File: src/hdl/csrf_pkg.sv
package csrf_pkg;

    localparam int IN_DATA_W   = 40;
    localparam int IN_USER_W   = 3;
    localparam int OUT_DATA_W  = 56;
    localparam int CFG_INDEX_W = 2;
    localparam int CFG_DATA_W  = 16;

    localparam logic [1:0] CMD_PUSH  = 2'd0;
    localparam logic [1:0] CMD_POP   = 2'd1;
    localparam logic [1:0] CMD_FLUSH = 2'd2;
    localparam logic [1:0] CMD_QUERY = 2'd3;

    localparam logic [1:0] ST_OK       = 2'd0;
    localparam logic [1:0] ST_BAD_LEN  = 2'd1;
    localparam logic [1:0] ST_NO_SPACE = 2'd2;
    localparam logic [1:0] ST_TOO_LONG = 2'd3;

    localparam logic [CFG_INDEX_W-1:0] REG_NODE_COUNT  = 2'd0;
    localparam logic [CFG_INDEX_W-1:0] REG_CHUNK_WORDS = 2'd1;

    localparam logic [15:0] RESET_NODES = 16'd256;
    localparam logic [6:0]  RESET_CHUNK = 7'd16;

    typedef struct packed {
        logic        last;
        logic [10:0] free_words;
        logic [11:0] used_words;
        logic [31:0] data_word;
        logic [1:0]  status;
    } t_result;

endpackage

File: src/hdl/csrf_out_q.sv
module csrf_out_q (
    input  logic               i_clk,
    input  logic               i_rst_n,
    input  logic               i_wr,
    input  csrf_pkg::t_result  i_wr_data,
    output logic               o_valid,
    input  logic               i_ready,
    output csrf_pkg::t_result  o_data,
    output logic [1:0]         o_count
);
    import csrf_pkg::*;

    t_result    r_ent [2];
    logic       r_wr_ptr;
    logic       r_rd_ptr;
    logic [1:0] r_count;
    logic       n_wr_ptr;
    logic       n_rd_ptr;
    logic [1:0] n_count;
    logic       deq;

    assign o_valid = (r_count != 2'd0);
    assign o_data  = r_ent[r_rd_ptr];
    assign o_count = r_count;
    assign deq     = o_valid && i_ready;

    always_comb begin
        n_wr_ptr = r_wr_ptr ^ i_wr;
        n_rd_ptr = r_rd_ptr ^ deq;
        n_count  = r_count + {1'b0, i_wr} - {1'b0, deq};
    end

    always_ff @(posedge i_clk) begin
        if (!i_rst_n) begin
            r_wr_ptr <= 1'b0;
            r_rd_ptr <= 1'b0;
            r_count  <= 2'd0;
        end else begin
            r_wr_ptr <= n_wr_ptr;
            r_rd_ptr <= n_rd_ptr;
            r_count  <= n_count;
        end
    end

    always_ff @(posedge i_clk) begin
        if (i_wr) begin
            r_ent[r_wr_ptr] <= i_wr_data;
        end
    end

endmodule

File: config.mk
export PLATFORM = sky130hd
export DESIGN_NAME = csrf_out_q
export DESIGN_NICKNAME = d
export VERILOG_FILES = /design/src/hdl/csrf_pkg.sv /design/src/hdl/csrf_out_q.sv
export SDC_FILE = /design/constraint.sdc
export NUM_CORES = 1
export LEC_CHECK = 0
export BUFFER_PORTS_ARGS = -buffer_cell sky130_fd_sc_hd__buf_2
export CORE_AREA = 3 3 125 79
export DETAILED_ROUTE_END_ITERATION = 7
export DIE_AREA = 0 0 128 82
export PLACE_DENSITY = 0.77
export REMOVE_ABC_BUFFERS = 1
export SLEW_MARGIN = 40
export SYNTH_ARGS = -nofsm -noshare
export SYNTH_HDL_FRONTEND = slang
export SYNTH_SLANG_ARGS = --single-unit
File: constraint.sdc
create_clock -name i_clk -period 3.13 [get_ports i_clk]
set_clock_uncertainty 0.1 [all_clocks]
set_input_delay 0.1565 -clock i_clk [delete_from_list [all_inputs] [get_ports i_clk]]
set_output_delay 0.1565 -clock i_clk [all_outputs]
set_load 0.005 [all_outputs]
==> results.py <==
metrics = {
    "outcome": {
        "status": "finished clean",
    },
    "placement": {
        "dpl.hpwl_um": 5080,
        "dpl_cell_area_um2": 5270,
        "port_buffers": 122,
        "gp_congestion": 0.704,
    },
    "worst_hold_path": {
        "min_path_type": "in2reg",
        "hp-start": "i_wr",
        "holdPathEnd": "r_wr_ptr",
        "hold_depth": 3,
    },
    "yosys": {
        "synth_compound_area_share_pct": 0.167,
        "syn_area_um2": 4510,
        "ys_seq_area_share_pct": 79.5,
        "yosysTopAreaCell": "edfxtp_1",
        "synth-simple-area-share_pct": 0.777,
        "synth-main-ff-cell": "edfxtp_1",
        "synth_edf_count": 116,
        "synthAdderAreaFrac_pct": 1.11,
        "async_flop_share_pct": 0,
        "synth.top_cells.by_count": "edfxtp_1 (116), mux2_2 (38), mux2_4 (20)",
        "yosys_warnings": 0,
        "ys_types": 16,
        "synth.most_common_cell": "edfxtp_1",
        "synth_top_family_by_area": "multiplexers",
        "syn_inst": 202,
        "syn_area_per_cell_um2": 22.3,
        "synth-xor-area-share_pct": 0.500,
        "yosys-mux-area-fraction_pct": 16.6,
        "yosys-top-cells-area": "edfxtp_1 (77%), mux2_2 (9.5%), mux2_4 (6.7%)",
        "netlist.area_leader.share_pct": 77.3,
        "ys_ff_latch": 121,
    },
    "clock_tree": {
        "clkTransAtPathRegs_ns": 0.06,
        "cts_root_buf": "clkbuf_16",
        "clock_sinks": 121,
        "clock_path_buffers": 2,
        "htreeDepth": 4,
        "cts_setup_buffers": 0,
        "cts_buffers": 17,
        "clkLatencyLatePin_ns": 0.40,
        "cts_tree": "built",
    },
    "sta": {
        "fmax_ghz": 0.480,
        "post-route-min-period_ns": 2.08,
        "worst_pin_slew_ns": 0.783,
        "slew_headroom_pct": 47.8,
        "slew_violations": 0,
        "period_share_pct": 66.6,
        "tns_ns": 0,
        "setup_viol": 0,
        "hold_viol": 0,
        "rsz0062_at_grt": "no",
    },
    "floorplanning": {
        "start_util_pct": 50.5,
        "die_y_um": 82,
        "fp.coreArea_um2": 8920,
        "die_w_um": 128,
        "fp.dieArea_um2": 10500,
        "num_rows": 27,
        "top_level_ports": 123,
    },
    "drt": {
        "vias": 2556,
        "wirelength_um": 8970,
        "drc": 0,
        "wl_per_cell_um": 17.0,
        "viasPerCell": 4.84,
        "ant_nets": 0,
        "first_pass_iters": 4,
        "drt-initial-drc-count": 173,
    },
    "worst_setup_path": {
        "critPathArrivalTime_ns": 1.83,
        "worst-path-max-fanout": 33,
        "endpoint_kind": "output pin",
        "r2r_start": "r_wr_ptr",
        "r2r_end": "r_ent[1][18]",
        "reg2reg_slack_ns": 1.40,
        "worstSetupPathType": "reg2out",
        "rr_worst_depth": 2,
        "critPathLaunchType": "flip-flop",
        "cp.required_ns": 2.87,
    },
    "grt": {
        "antenna_found_initial": 0,
        "grt_max_degree": 59,
        "grt_pass1_wl_um": 13600,
        "gr-total-overflow": 0,
        "grt_pass1_vias": 2664,
        "grtUsageTotal_pct": 17.8,
    },
    "power": {
        "vdd_ir_drop_max_v": 0.000432,
        "leakagePower_nw": 2.53,
        "finalPower_mw": 4.75,
        "power_density_nw_per_um2": 736,
    },
    "final_layout": {
        "antennaDiodeCount": 0,
        "stdcell_area_um2": 6450,
        "drive_gt1_share_pct": 51.5,
        "nets": 465,
        "multi_input_area_um2": 868,
        "nFillCells": 564,
        "seqCellArea_um2": 3590,
        "syn_to_final_growth_pct": 43.2,
    },
    "flow_run": {
        "drv_cap": 0,
    },
}
-- sequential cells by signal, indices dropped and copies added (netlist names), named ones only --
name      flops
r_ent       116
r_wr_ptr      1
r_rd_ptr      1
o_count       2
-- routing by layer --
layer  vias to the layer above  share of wire, %  wire length [um]  global-route usage, %
li1                       1195                 -                 -                      -
met4                         0               1.1                96                   6.99
met3                        14               7.2               648                   7.08
met1                      1241                43              3870                   21.8
met5                         -                 0                 0                      0
met2                       106                49              4360                   28.8
-- cell usage in the layout (no fill, tap or decap), drive strengths merged --
| master | count |
|---|---|
| and2 | 1 |
| buf | 125 |
| bufinv | 4 |
| clkbuf | 20 |
| clkinv | 8 |
| dfxtp | 5 |
| dlygate4sd3 | 59 |
| edfxtp | 116 |
| ha | 4 |
| inv | 3 |
| mux2 | 58 |
| mux2i | 2 |
| nand2 | 1 |
| nand2b | 1 |
| nor2b | 2 |
| o21a | 1 |
| or2 | 1 |
| xnor3 | 1 |
-- power by group --
part / leakage [nW] / switching, mW / internal (mW)
logic: 1.11 / 0.313 / 0.488
registers: 1.13 / 0.0796 / 1.91
clock network: 0.291 / 0.644 / 1.31
total: 2.53 / 1.04 / 3.71
-- cell families (layout without fill, tap and decap cells) --
| logic type | after synthesis | count (layout) |
|---|---|---|
| AO/OA/AOI/OAI | 1 | 1 |
| XOR/XNOR | 1 | 1 |
| adder cells (fa/ha/maj) | 4 | 4 |
| buffers and inverters | 9 | 219 |
| flip-flops | 121 | 121 |
| multiplexers | 60 | 60 |
| AND/OR/NAND/NOR | 6 | 6 |
-- per-stage QoR --
step | setup slack, ns | util [%] | cells | hold slack [ns]
6_report | 1.05 | 72.3 | 528 | 0.0338
4_1_cts | 1.00 | 72.3 | 528 | 0.0141
3_5_place_dp | 1.37 | 59.1 | 437 | 0.248
5_1_grt | 0.943 | 72.3 | 528 | 0.0329
3_3_place_gp | 1.35 | 58.9 | 436 | 0.244
2_1_floorplan | 0.633 | - | 196 | 0.155
-- how the worst max path moves through the flow --
| stage | slack, ns | start | end |
|---|---|---|---|
| 2_1_floorplan | 0.63 | flip-flop | o_data[0] |
| 6_report | 1.05 | flip-flop | o_data[6] |
| 4_1_cts | 1.00 | flip-flop | o_data[6] |
| 3_3_place_gp | 1.35 | flip-flop | o_data[1] |
| 5_1_grt | 0.94 | flip-flop | o_data[6] |
| 3_5_place_dp | 1.37 | r_wr_ptr | r_ent[1][43] |
-- final cells by class --
type	count	area share, %
multi-input cells	72	13.5
inverters	3	0.175
clock inverters	12	2.40
well taps	116	2.25
clock buffers	20	6.77
flip-flops and latches	121	55.6
repair buffers	184	19.4
-- what timing repair did --
| action | in CTS | in global routing |
|---|---|---|
| hold buffers | 59 | 0 |
| endpoints found under the hold margin | 121 | 0 |
| resized for setup | 0 | 0 |
-- critical path, cell delays in order (launching register included) --
cell and delay (ns):
dfxtp_4 0.60, buf_12 0.29, mux2_2 0.39, buf_2 0.13
Note: power is estimated with default switching activity, not from simulation.
